[config.mk]
export PLATFORM = sky130hd
export DESIGN_NAME = least_used_slot_selector
export DESIGN_NICKNAME = d
export VERILOG_FILES = /design/src/rtl/lus_pkg.sv /design/src/rtl/least_used_slot_selector.sv /design/src/rtl/lus_ctrl.sv /design/src/rtl/lus_datapath.sv
export SDC_FILE = /design/constraint.sdc
export NUM_CORES = 2
export LEC_CHECK = 0
export BUFFER_PORTS_ARGS = -buffer_cell sky130_fd_sc_hd__buf_2
export CAP_MARGIN = 20
export CORE_MARGIN = 2
export CORE_UTILIZATION = 45
export DETAILED_ROUTE_END_ITERATION = 8
export PLACE_DENSITY = 0.64
export SKIP_CTS_REPAIR_TIMING = 1
export SLEW_MARGIN = 5
export SYNTH_ARGS = -nofsm -noshare
export SYNTH_HDL_FRONTEND = slang
export SYNTH_SLANG_ARGS = --single-unit
export TNS_END_PERCENT = 100
[constraint.sdc]
create_clock -name clk -period 19 [get_ports clk]
set_clock_uncertainty 0.15 [all_clocks]
set_input_delay 1.9 -clock clk [delete_from_list [all_inputs] [get_ports clk]]
set_output_delay 1.9 -clock clk [all_outputs]
set_load 0.05 [all_outputs]
[src/rtl/lus_pkg.sv]
// ----------------------------------------------------------------------------
// Least-used slot selector package
// Operation and status codes, plus the command and status groups that pass
// between the controller and the datapath.
// ----------------------------------------------------------------------------
package lus_pkg;

  // Operation codes carried on the input channel.
  localparam logic [2:0] OP_ADD     = 3'd0;
  localparam logic [2:0] OP_ACQUIRE = 3'd1;
  localparam logic [2:0] OP_RELEASE = 3'd2;
  localparam logic [2:0] OP_RESET   = 3'd3;
  localparam logic [2:0] OP_CLEAR   = 3'd4;

  // Status codes carried on the result channel.
  localparam logic [1:0] STAT_OK    = 2'd0;
  localparam logic [1:0] STAT_EMPTY = 2'd1;
  localparam logic [1:0] STAT_BAD   = 2'd2;
  localparam logic [1:0] STAT_SAT   = 2'd3;

  // Commands from the controller to the datapath.
  typedef struct packed {
    logic lookup;   // An input transfer happens; capture the lookup.
    logic commit;   // Apply the list update and load the result register.
  } lus_cmd_t;

  // Status from the datapath to the controller.
  typedef struct packed {
    logic out_free; // The result register can take a new result this cycle.
  } lus_stat_t;

endpackage

[src/rtl/least_used_slot_selector.sv]
// ----------------------------------------------------------------------------
// Least-used slot selector
// Keeps entry indices in a list sorted by use count and hands out the least
// used entry; supports add, acquire, release, reset counts and clear.
// ----------------------------------------------------------------------------
// Sequence: the lookup is captured at the input transfer, then the move over
// the row of list cells commits the update and loads the result register.
// No new item is taken until that commit.
// The move waits while an earlier result has not been taken.
// Reset clears the held count and the handshake state; input ready rises in the
// cycle after reset ends. List cells are only read once written, no reset.
module least_used_slot_selector import lus_pkg::*; #(
  parameter int ENTRIES    = 32,
  parameter int COUNT_BITS = 16
) (
  input  logic        clk,
  input  logic        rst,
  input  logic        in_valid,
  output logic        in_ready,
  input  logic [2:0]  operation,
  input  logic [4:0]  entry_index,
  output logic        out_valid,
  input  logic        out_ready,
  output logic [1:0]  status,
  output logic [4:0]  chosen_index,
  output logic [15:0] use_count,
  output logic [5:0]  entry_count
);

  lus_cmd_t  cmd;
  lus_stat_t stat;

  // Sequencer.
  lus_ctrl u_ctrl (
    .clk      (clk),
    .rst      (rst),
    .in_valid (in_valid),
    .in_ready (in_ready),
    .stat     (stat),
    .cmd      (cmd)
  );

  // List cells and result register.
  lus_datapath #(
    .ENTRIES    (ENTRIES),
    .COUNT_BITS (COUNT_BITS)
  ) u_datapath (
    .clk          (clk),
    .rst          (rst),
    .cmd          (cmd),
    .stat         (stat),
    .operation    (operation),
    .entry_index  (entry_index),
    .out_valid    (out_valid),
    .out_ready    (out_ready),
    .status       (status),
    .chosen_index (chosen_index),
    .use_count    (use_count),
    .entry_count  (entry_count)
  );

  // A commit never overwrites a result that is still waiting.
  assert property (@(posedge clk) disable iff (rst)
    cmd.commit |-> (!out_valid || out_ready))
    else $error("commit while result register is occupied");

  // After an input transfer no new item is taken until the commit.
  assert property (@(posedge clk) disable iff (rst)
    (in_valid && in_ready) |=> !in_ready)
    else $error("input taken while an item is in flight");

  // An empty report always goes with an empty list.
  assert property (@(posedge clk) disable iff (rst)
    (out_valid && status == STAT_EMPTY) |-> (entry_count == 6'd0))
    else $error("empty status with entries held");

  // The reported entry count never exceeds the list size.
  assert property (@(posedge clk) disable iff (rst)
    out_valid |-> (int'(entry_count) <= ENTRIES))
    else $error("entry count beyond list size");

endmodule

[src/rtl/lus_ctrl.sv]
// ----------------------------------------------------------------------------
// Least-used slot selector controller
// Two-state sequencer: accept an item, then commit its list update once the
// result register has room.
// ----------------------------------------------------------------------------
module lus_ctrl import lus_pkg::*; (
  input  logic      clk,
  input  logic      rst,
  input  logic      in_valid,
  output logic      in_ready,
  input  lus_stat_t stat,
  output lus_cmd_t  cmd
);

  typedef enum logic {
    ST_IDLE,
    ST_MOVE
  } state_t;

  state_t state;

  // Commands are decoded from the current state and handshakes.
  always_comb begin
    cmd.lookup = in_valid && in_ready;
    cmd.commit = (state == ST_MOVE) && stat.out_free;
  end

  // State and the registered ready flag. Ready stays low during reset and
  // rises in the cycle after reset ends.
  always_ff @(posedge clk) begin
    if (rst) begin
      state    <= ST_IDLE;
      in_ready <= 1'b0;
    end else begin
      unique case (state)
        ST_IDLE: begin
          if (cmd.lookup) begin
            state    <= ST_MOVE;
            in_ready <= 1'b0;
          end else begin
            in_ready <= 1'b1;
          end
        end
        ST_MOVE: begin
          if (cmd.commit) begin
            state    <= ST_IDLE;
            in_ready <= 1'b1;
          end
        end
        default: begin
          state    <= ST_IDLE;
          in_ready <= 1'b1;
        end
      endcase
    end
  end

endmodule

[src/rtl/lus_datapath.sv]
// ----------------------------------------------------------------------------
// Least-used slot selector datapath
// A row of list cells (entry index and use count) kept in ascending count
// order, the lookup and move logic, and the result register.
// ----------------------------------------------------------------------------
module lus_datapath import lus_pkg::*; #(
  parameter int ENTRIES    = 32,
  parameter int COUNT_BITS = 16
) (
  input  logic        clk,
  input  logic        rst,
  input  lus_cmd_t    cmd,
  output lus_stat_t   stat,
  input  logic [2:0]  operation,
  input  logic [4:0]  entry_index,
  output logic        out_valid,
  input  logic        out_ready,
  output logic [1:0]  status,
  output logic [4:0]  chosen_index,
  output logic [15:0] use_count,
  output logic [5:0]  entry_count
);

  localparam int IDX_W = $clog2(ENTRIES);
  localparam int CNT_W = $clog2(ENTRIES + 1);
  localparam logic [COUNT_BITS-1:0] COUNT_TOP = {COUNT_BITS{1'b1}};

  typedef enum logic [1:0] {
    KIND_NONE,
    KIND_PLACE,
    KIND_ZERO,
    KIND_CLEAR
  } kind_t;

  // List cells, in list order; cell contents have no reset.
  logic [IDX_W-1:0]      cell_idx [ENTRIES];
  logic [COUNT_BITS-1:0] cell_cnt [ENTRIES];
  logic [CNT_W-1:0]      held;

  // Work registers captured at the input transfer.
  kind_t                 kind_r;
  logic                  drop_r;
  logic [IDX_W-1:0]      pos_r;
  logic [COUNT_BITS-1:0] val_r;
  logic [IDX_W-1:0]      new_idx_r;
  logic [CNT_W-1:0]      nrem_r;
  logic [1:0]            stat_r;

  // Lookup results.
  kind_t                 lk_kind;
  logic                  lk_drop;
  logic [IDX_W-1:0]      lk_pos;
  logic [COUNT_BITS-1:0] lk_val;
  logic [IDX_W-1:0]      lk_idx;
  logic [CNT_W-1:0]      lk_nrem;
  logic [1:0]            lk_stat;
  logic [IDX_W-1:0]      rel_pos;
  logic [COUNT_BITS-1:0] rel_cnt;
  logic [IDX_W-1:0]      req_idx;

  // Move results.
  logic [ENTRIES-1:0]    le_val;
  logic [ENTRIES-1:0]    rem_le;
  logic [IDX_W-1:0]      rem_idx [ENTRIES];
  logic [COUNT_BITS-1:0] rem_cnt [ENTRIES];
  logic [IDX_W-1:0]      mv_idx  [ENTRIES];
  logic [COUNT_BITS-1:0] mv_cnt  [ENTRIES];
  logic [CNT_W-1:0]      held_next;

  assign stat.out_free = !out_valid || out_ready;
  assign req_idx       = IDX_W'(entry_index);

  // Locate a released entry: indices of held cells are unique, so the match
  // is one-hot and an OR gathers its position and count.
  always_comb begin
    rel_pos = '0;
    rel_cnt = '0;
    for (int i = 0; i < ENTRIES; i++) begin
      if (i < int'(held) && cell_idx[i] == req_idx) begin
        rel_pos = rel_pos | IDX_W'(i);
        rel_cnt = rel_cnt | cell_cnt[i];
      end
    end
  end

  // Decide what the item does and the entry that will be placed.
  always_comb begin
    lk_kind = KIND_NONE;
    lk_drop = 1'b0;
    lk_pos  = '0;
    lk_val  = '0;
    lk_idx  = '0;
    lk_nrem = held;
    lk_stat = STAT_OK;
    case (operation)
      OP_ADD: begin
        if (held == CNT_W'(ENTRIES)) begin
          lk_stat = STAT_BAD;
        end else begin
          lk_kind = KIND_PLACE;
          lk_idx  = IDX_W'(held);
        end
      end
      OP_ACQUIRE: begin
        if (held == '0) begin
          lk_stat = STAT_EMPTY;
        end else begin
          lk_kind = KIND_PLACE;
          lk_drop = 1'b1;
          lk_idx  = cell_idx[0];
          lk_nrem = held - CNT_W'(1);
          if (cell_cnt[0] == COUNT_TOP) begin
            lk_val  = COUNT_TOP;
            lk_stat = STAT_SAT;
          end else begin
            lk_val = cell_cnt[0] + COUNT_BITS'(1);
          end
        end
      end
      OP_RELEASE: begin
        if (int'(entry_index) >= int'(held)) begin
          lk_stat = STAT_BAD;
        end else begin
          lk_kind = KIND_PLACE;
          lk_drop = 1'b1;
          lk_pos  = rel_pos;
          lk_idx  = req_idx;
          lk_nrem = held - CNT_W'(1);
          if (rel_cnt == '0) begin
            lk_stat = STAT_SAT;
          end else begin
            lk_val = rel_cnt - COUNT_BITS'(1);
          end
        end
      end
      OP_RESET: lk_kind = KIND_ZERO;
      OP_CLEAR: lk_kind = KIND_CLEAR;
      default:  lk_kind = KIND_NONE;
    endcase
  end

  // Capture the lookup at the input transfer.
  always_ff @(posedge clk) begin
    if (cmd.lookup) begin
      kind_r    <= lk_kind;
      drop_r    <= lk_drop;
      pos_r     <= lk_pos;
      val_r     <= lk_val;
      new_idx_r <= lk_idx;
      nrem_r    <= lk_nrem;
      stat_r    <= lk_stat;
    end
  end

  // Remove the dropped cell and insert the entry behind every remaining cell
  // whose count is equal or smaller. The remaining cells stay sorted, so the
  // compare vector is a run of ones and each cell decides from its neighbors.
  always_comb begin
    for (int i = 0; i < ENTRIES; i++) begin
      le_val[i] = (i < int'(held)) && (cell_cnt[i] <= val_r);
    end
    for (int j = 0; j < ENTRIES; j++) begin
      rem_idx[j] = cell_idx[j];
      rem_cnt[j] = cell_cnt[j];
      rem_le[j]  = le_val[j];
      if (drop_r && j >= int'(pos_r) && j + 1 < ENTRIES) begin
        rem_idx[j] = cell_idx[(j + 1) % ENTRIES];
        rem_cnt[j] = cell_cnt[(j + 1) % ENTRIES];
        rem_le[j]  = le_val[(j + 1) % ENTRIES];
      end
      if (j >= int'(nrem_r)) begin
        rem_le[j] = 1'b0;
      end
    end
    for (int j = 0; j < ENTRIES; j++) begin
      if (rem_le[j]) begin
        mv_idx[j] = rem_idx[j];
        mv_cnt[j] = rem_cnt[j];
      end else if (j == 0 || rem_le[(j + ENTRIES - 1) % ENTRIES]) begin
        mv_idx[j] = new_idx_r;
        mv_cnt[j] = val_r;
      end else begin
        mv_idx[j] = rem_idx[(j + ENTRIES - 1) % ENTRIES];
        mv_cnt[j] = rem_cnt[(j + ENTRIES - 1) % ENTRIES];
      end
    end
  end

  // Number of entries held after the item.
  always_comb begin
    case (kind_r)
      KIND_PLACE: held_next = nrem_r + CNT_W'(1);
      KIND_CLEAR: held_next = '0;
      default:    held_next = held;
    endcase
  end

  // List cells.
  always_ff @(posedge clk) begin
    if (cmd.commit) begin
      for (int j = 0; j < ENTRIES; j++) begin
        if (kind_r == KIND_PLACE) begin
          cell_idx[j] <= mv_idx[j];
          cell_cnt[j] <= mv_cnt[j];
        end else if (kind_r == KIND_ZERO) begin
          cell_cnt[j] <= '0;
        end
      end
    end
  end

  // Held count and result valid flag.
  always_ff @(posedge clk) begin
    if (rst) begin
      held      <= '0;
      out_valid <= 1'b0;
    end else begin
      if (cmd.commit) begin
        held      <= held_next;
        out_valid <= 1'b1;
      end else if (out_ready) begin
        out_valid <= 1'b0;
      end
    end
  end

  // Result register.
  always_ff @(posedge clk) begin
    if (cmd.commit) begin
      status      <= stat_r;
      entry_count <= 6'(held_next);
      if (kind_r == KIND_PLACE) begin
        chosen_index <= 5'(new_idx_r);
        use_count    <= 16'(val_r);
      end else begin
        chosen_index <= '0;
        use_count    <= '0;
      end
    end
  end

endmodule

==> After elaboration in Yosys (flattened, before gate mapping) <==
Memories as Yosys holds them, arrays and structs flattened.
Index checks and enable logic that the tools add are counted.
{ "totals": {"reg_bits": 75, "latch_bits": 0, "ram_bits": 672, "rom_bits": 0, "input_bits": 12, "elab_cells": 856, "memories": 2} }
{ "memory_table": {"columns": ["memory", "depth", "word_bits", "read_ports", "rd_ports_with_merged_regs", "wr", "line", "rtl"], "rows": [
  ["u_datapath.cell_cnt", 32, 16, 32, 0, 32, "lus_datapath.sv:37", "logic [COUNT_BITS-1:0] cell_cnt [ENTRIES];"],
  ["u_datapath.cell_idx", 32, 5, 32, 0, 32, "lus_datapath.sv:36", "logic [IDX_W-1:0] cell_idx [ENTRIES];"]
]} }
{ "op_classes": {"n_addsub": 4, "multipliers": 0, "n_div": 0, "magnitude_cmp": 128, "n_eq_ne": 43, "shift": 0, "n_mux": 495, "n_bitwise": 64, "reduce_logical": 105} }
{ "op_table": {"columns": ["op", "count"], "rows": [
  ["16-bit 2-to-1 mux", 202],
  ["5-bit 2-to-1 mux", 152],
  ["16-bit <= comparator", 32],
  ["16-bit bitwise OR", 31],
  ["5-bit equality test", 32],
  ["1-bit logical AND", 97],
  ["1-bit 2-to-1 mux", 97],
  ["5-bit by 6-bit greater-or-equal comparator with 1-bit output, first input constant", 16],
  ["5-bit by 6-bit < comparator with 1-bit output, first input constant", 16],
  ["5-bit greater-or-equal comparator, first input constant", 15],
  ["4-bit by 6-bit greater-or-equal comparator with 1-bit output, first input constant", 8],
  ["4-bit by 6-bit < comparator with 1-bit output, first input constant", 8],
  ["4-bit by 5-bit greater-or-equal comparator with 1-bit output, first input constant", 8],
  ["6-bit 2-to-1 mux", 6],
  ["2-bit 2-to-1 mux", 17],
  ["4-bit 2-to-1 mux", 8],
  ["1-bit bitwise OR", 32],
  ["16-bit one-hot mux with 2 select lines", 1],
  ["3-bit by 6-bit greater-or-equal comparator with 1-bit output, first input constant", 4],
  ["3-bit by 6-bit < comparator with 1-bit output, first input constant", 4],
  ["6-bit one-hot mux with 2 select lines", 2],
  ["3-bit by 5-bit greater-or-equal comparator with 1-bit output, first input constant", 4],
  ["16-bit by 1-bit adder with 16-bit output, second input constant", 1],
  ["16-bit equality test, second input constant", 1],
  ["32 further kinds", 45]
]} }

==> Depth between registers and ports, before layout <==
An unclocked memory read counts as a cell.
{ "logic_depth": {"word_depth": 73, "ltp_mapped": 19, "ltp_nobuf": 15} }

==> Hierarchy <==
From an unflattened synthesis, not the netlist that was laid out.
{ "unflattened": {"hier_cells": 6775, "hier_area_um2": 65262.6} }
{ "modules_own_cells": {"columns": ["module", "instances", "cells_each", "area_each_um2", "seq_area_each_um2"], "rows": [
  ["lus_datapath", 1, 6766, 65177.5, 22141.2],
  ["lus_ctrl", 1, 9, 85.1, 40.0]
]} }

==> Worst setup path before layout <==
OpenSTA, ideal clock, no wires.
{ "synth_path": {"path_kind": "in2reg", "start": "input port out_ready", "end": "memory u_datapath.cell_cnt[16][10]", "setup_ns": 0.154, "arrival_ns": 14.800, "slack_ns": 3.897, "cell_stages": 9, "cell_sequence": "nand2b_1 nand2_1 inv_1 nand3b_1 clkbuf_1 nand2_1 o31a_1 clkbuf_1 o221ai_1"} }
{ "synth_rtl": {"columns": ["element", "line", "rtl"], "rows": [
  ["from (decl)", "least_used_slot_selector.sv:23", "input logic out_ready,"],
  ["to (decl)", "lus_datapath.sv:37", null]
]} }

==> Worst setup path in the final report <==
{ "layout_path": {"start": "input port entry_index[2]", "end": "register u_datapath.val_r[2], data pin"} }
{ "layout_between": {"elab_chain_cells": 72, "word_cells_on_any_way": 136, "classes_between": "1 x add/sub; 1 x order compare; 32 x eq/ne; 38 x mux; 31 x bitwise; 33 x reduce/logical"} }
{ "layout_rtl": {"columns": ["element", "line", "rtl"], "rows": [
  ["from (decl)", "least_used_slot_selector.sv:21", "input logic [4:0] entry_index,"],
  ["5-bit equality test", "lus_datapath.sv:79", "if (i < int'(held) && cell_idx[i] == req_idx) begin"],
  ["1-bit logical AND", "lus_datapath.sv:79", null],
  ["16-bit 2-to-1 mux", "lus_datapath.sv:79", null],
  ["16-bit bitwise OR", "lus_datapath.sv:81", "rel_cnt = rel_cnt | cell_cnt[i];"],
  ["16-bit 2-to-1 mux", "lus_datapath.sv:79", null],
  ["16-bit bitwise OR", "lus_datapath.sv:81", null],
  ["16-bit 2-to-1 mux", "lus_datapath.sv:79", null],
  ["16-bit bitwise OR", "lus_datapath.sv:81", null],
  ["[... 57 more ...]", null, null],
  ["16-bit by 1-bit subtractor with 16-bit output or 16-bit logical NOT (tied branches)", "lus_datapath.sv:132, lus_datapath.sv:129", null],
  ["16-bit 2-to-1 mux", "lus_datapath.sv:129", "if (rel_cnt == '0) begin"],
  ["16-bit 2-to-1 mux", "lus_datapath.sv:121", "if (int'(entry_index) >= int'(held)) begin"],
  ["16-bit 2-to-1 mux", "lus_datapath.sv:95", "case (operation)"],
  ["16-bit 2-to-1 mux (*)", "lus_datapath.sv:121", null],
  ["16-bit 2-to-1 mux (*)", "lus_datapath.sv:95", null],
  ["16-bit one-hot mux with 2 select lines (*)", "lus_datapath.sv:95", null],
  ["net u_datapath.lk_val[2]", "lus_datapath.sv:53", "logic [COUNT_BITS-1:0] lk_val;"],
  ["to (signal assigned)", "lus_datapath.sv:148", "val_r <= lk_val;"],
  ["to (decl)", "lus_datapath.sv:44", "logic [COUNT_BITS-1:0] val_r;"]
]} }
Mark *: on every way through the listed nets, which the timed path passes. The rest lies on a longest branch. The select of a mux whose other input is x is not followed.
A chain may end at the register's enable or synchronous reset.

==> results.py <==
metrics = {
    "outcome": {
        "outcome": "complete, no violations",
    },
    "detailed_routing": {
        "drt_drc_violations_left": 0,
        "vias": 65400,
        "drtIter0Drc": 10600,
        "drt-total-wl_um": 383000,
        "via_per_inst": 7.39,
        "antenna_left": 0,
        "routedWlPerCell_um": 43.3,
        "drt_first_pass_iters": 9,
    },
    "placed_design": {
        "numPortBuffers": 42,
        "gp_congestion": 1.12,
        "place_hpwl_um": 283000,
        "placed_area_um2": 67700,
    },
    "synth": {
        "async_flop_share_pct": 0,
        "ys_ff_latch": 747,
        "synthCells": 7011,
        "avgSynthCellArea_um2": 9.30,
        "ys_types": 88,
        "synth.yosys.seq_area_share_pct": 34.0,
        "synth_ff_type": "edfxtp_1",
        "syn-cell-area_um2": 65200,
        "ys_warn_count": 0,
        "synth-edff-count": 722,
        "syn-num-nets": 7548,
    },
    "run": {
        "drv_cap": 0,
    },
    "clock_tree": {
        "cts_buffers": 94,
        "clock_latency_ns": 0.76,
        "cts_sinks": 747,
        "htree_levels": 3,
        "clk_pin_slew_ns": 0.06,
        "cts_buffer_depth": 3,
        "cts-root-buf": "clkbuf_16",
        "cts_tree": "built",
    },
    "timing": {
        "min_period_over_period_pct": 37.3,
        "finalMaxSlewViolations": 0,
        "tightest_slew_ns": 1.40,
        "setup_viol": 0,
        "max_freq_mhz": 141,
        "rsz0062_at_grt": "false",
        "slew_headroom_pct": 6.89,
        "fin_crit_ns": 7.09,
        "final_hold_viol_count": 0,
        "fin_tns_setup_ns": 0,
    },
    "die": {
        "core-area_um2": 144000,
        "dieArea_um2": 148000,
        "pin_count": 43,
        "num_rows": 139,
        "die_w_um": 385,
        "start_util_pct": 45.3,
        "die_y_um": 385,
    },
    "layout": {
        "drive_gt1_share_pct": 15.0,
        "final_core_util_pct": 49.5,
        "num-fill-cells": 13600,
        "fin_area_um2": 71100,
        "area_delta_synth_final_pct": 9.08,
        "fin_nets": 7371,
    },
    "power_and_ir_drop": {
        "p_leak_uw": 0.0284,
        "power_density_nw_per_um2": 79.1,
        "peakVddDrop_mv": 0.0862,
    },
    "critical_path": {
        "cp.arrival_ns": 7.39,
        "path_class": "in2reg",
        "start_kind": "input port",
        "cp-end-kind": "register",
        "required_ns": 19.31,
        "critPathMaxFanout": 36,
    },
    "global_routing": {
        "gr-total-overflow": 0,
        "grtUsageTotal_pct": 50.1,
        "antenna_found_initial": 58,
        "grt_start_max_net_pins": 155,
        "grt_pass1_vias": 59200,
        "grt_pass1_wl_um": 507000,
    },
    "hold_path": {
        "hold_path_class": "reg2reg",
    },
}
[worst paths after layout]
check | from | endpoint | slack, ns | cells after the start
setup / recovery | entry_index[2] | u_datapath.val_r[2] | 11.91 | 15
hold / removal | u_ctrl.state | u_datapath.out_valid | 0.33 | 2
setup reg to reg | u_datapath.held[1] | u_datapath.val_r[2] | 12.15 | 17
hold reg to reg | u_ctrl.state | u_datapath.out_valid | 0.33 | 2
[flip-flops by register name, summed over array words and instances, names as in the netlist, 2 cells and up]
signal,cells
u_datapath.cell_cnt,512
u_datapath.cell_idx,160
u_datapath.use_count,16
u_datapath.val_r,16
u_datapath.entry_count,6
u_datapath.held,6
u_datapath.nrem_r,6
u_datapath.chosen_index,5
u_datapath.new_idx_r,5
u_datapath.pos_r,5
u_datapath.kind_r,2
u_datapath.stat_r,2
u_datapath.status,2
[power by group]
part / switching, µW / internal, µW / total, µW
clock: 836 / 1080 / 1910
combinational: 998 / 552 / 1550
sequential: 207 / 1960 / 2170
[cell families after synthesis]
group	count (synthesis)	synth area share (%)
AND/OR/NAND/NOR	2009	15.0
buffers and inverters	674	4.02
AO/OA/AOI/OAI	1891	18.5
flip-flops	747	34.0
adder cells (fa/ha/maj)	525	10.1
XOR/XNOR	182	2.44
multiplexers	983	16.0
[layer usage]
layer / wire [µm] / vias to the layer above / GRT usage [%] / share of wire (%)
met3: 47900 / 1568 / 15.0 / 13
met4: 39900 / 34 / 41.6 / 10
li1: - / 26500 / - / -
met5: 354 / - / 0.682 / 0.092
met2: 156000 / 5378 / 71.9 / 41
met1: 139000 / 31900 / 61.7 / 36
[cell usage after synthesis (49+ instances only)]
master,count,area [µm²]
ha_1,525,6570
nand2b_1,62,388
o21ai_0,473,2370
a21o_1,160,1200
nand3_1,375,1880
nor3_1,119,596
o2111ai_1,55,482
xor2_1,152,1330
mux2i_1,497,4970
mux2_2,486,5470
clkbuf_1,467,1750
nand4_1,192,1200
inv_1,124,465
a211oi_1,50,375
a21oi_1,467,2340
or2_2,49,307
nor2_1,430,1610
o22ai_1,113,707
o21a_1,78,586
edfxtp_1,722,21700
nand2_1,525,1970
nor2b_1,60,375
o211ai_1,160,1200
[per-stage QoR]
step | setup slack, ns | hold slack, ns | cells | power, µW
after floorplan | 3.90 | 0.250 | 7011 | 3080
after global placement | 11.72 | 0.314 | 8618 | 3620
after detailed placement | 11.68 | 0.337 | 8626 | 3650
after CTS | 12.45 | 0.335 | 8799 | 5530
after global routing | 12.11 | 0.361 | 8818 | 5740
final | 11.91 | 0.333 | 8847 | 5630
[layout by cell type (no fill, tap or decap), types with 159 or more instances in the layout]
master / instances
a21o_1: 159
mux2i_1: 497
nand3_1: 375
a21oi_1: 465
mux2_2: 486
nor2_1: 428
o211ai_1: 160
nand2_1: 524
o21ai_0: 469
edfxtp_1: 722
ha_1: 525
buf_4: 202
nand4_1: 192
[area by class of cell]
| type | count | area [µm²] | area share (%) |
|---|---|---|---|
| Antenna cell | 33 | 82.6 | 0.116 |
| Clock buffer | 117 | 2510 | 3.53 |
| Clock inverter | 56 | 614 | 0.863 |
| Inverter | 134 | 508 | 0.714 |
| Multi-Input combinational cell | 5590 | 40800 | 57.4 |
| Sequential cell | 747 | 22200 | 31.2 |
| Tap cell | 1903 | 2380 | 3.35 |
| Timing Repair Buffer | 267 | 2030 | 2.85 |
[critical path, cell delays in order]
cell and delay, ns:
buf_2 0.08, buf_4 0.70, xor2_1 0.23, a2111oi_1 0.09, buf_4 0.21, and2_0 0.40
a221oi_1 1.24, nand4_1 0.52, inv_1 0.16, ha_1 0.24, nand4_1 0.23, nor4_4 0.54
nand4_2 0.22, nand2b_2 0.41, o21ai_0 0.18
No activity file was read; power rests on OpenSTA's default activity.
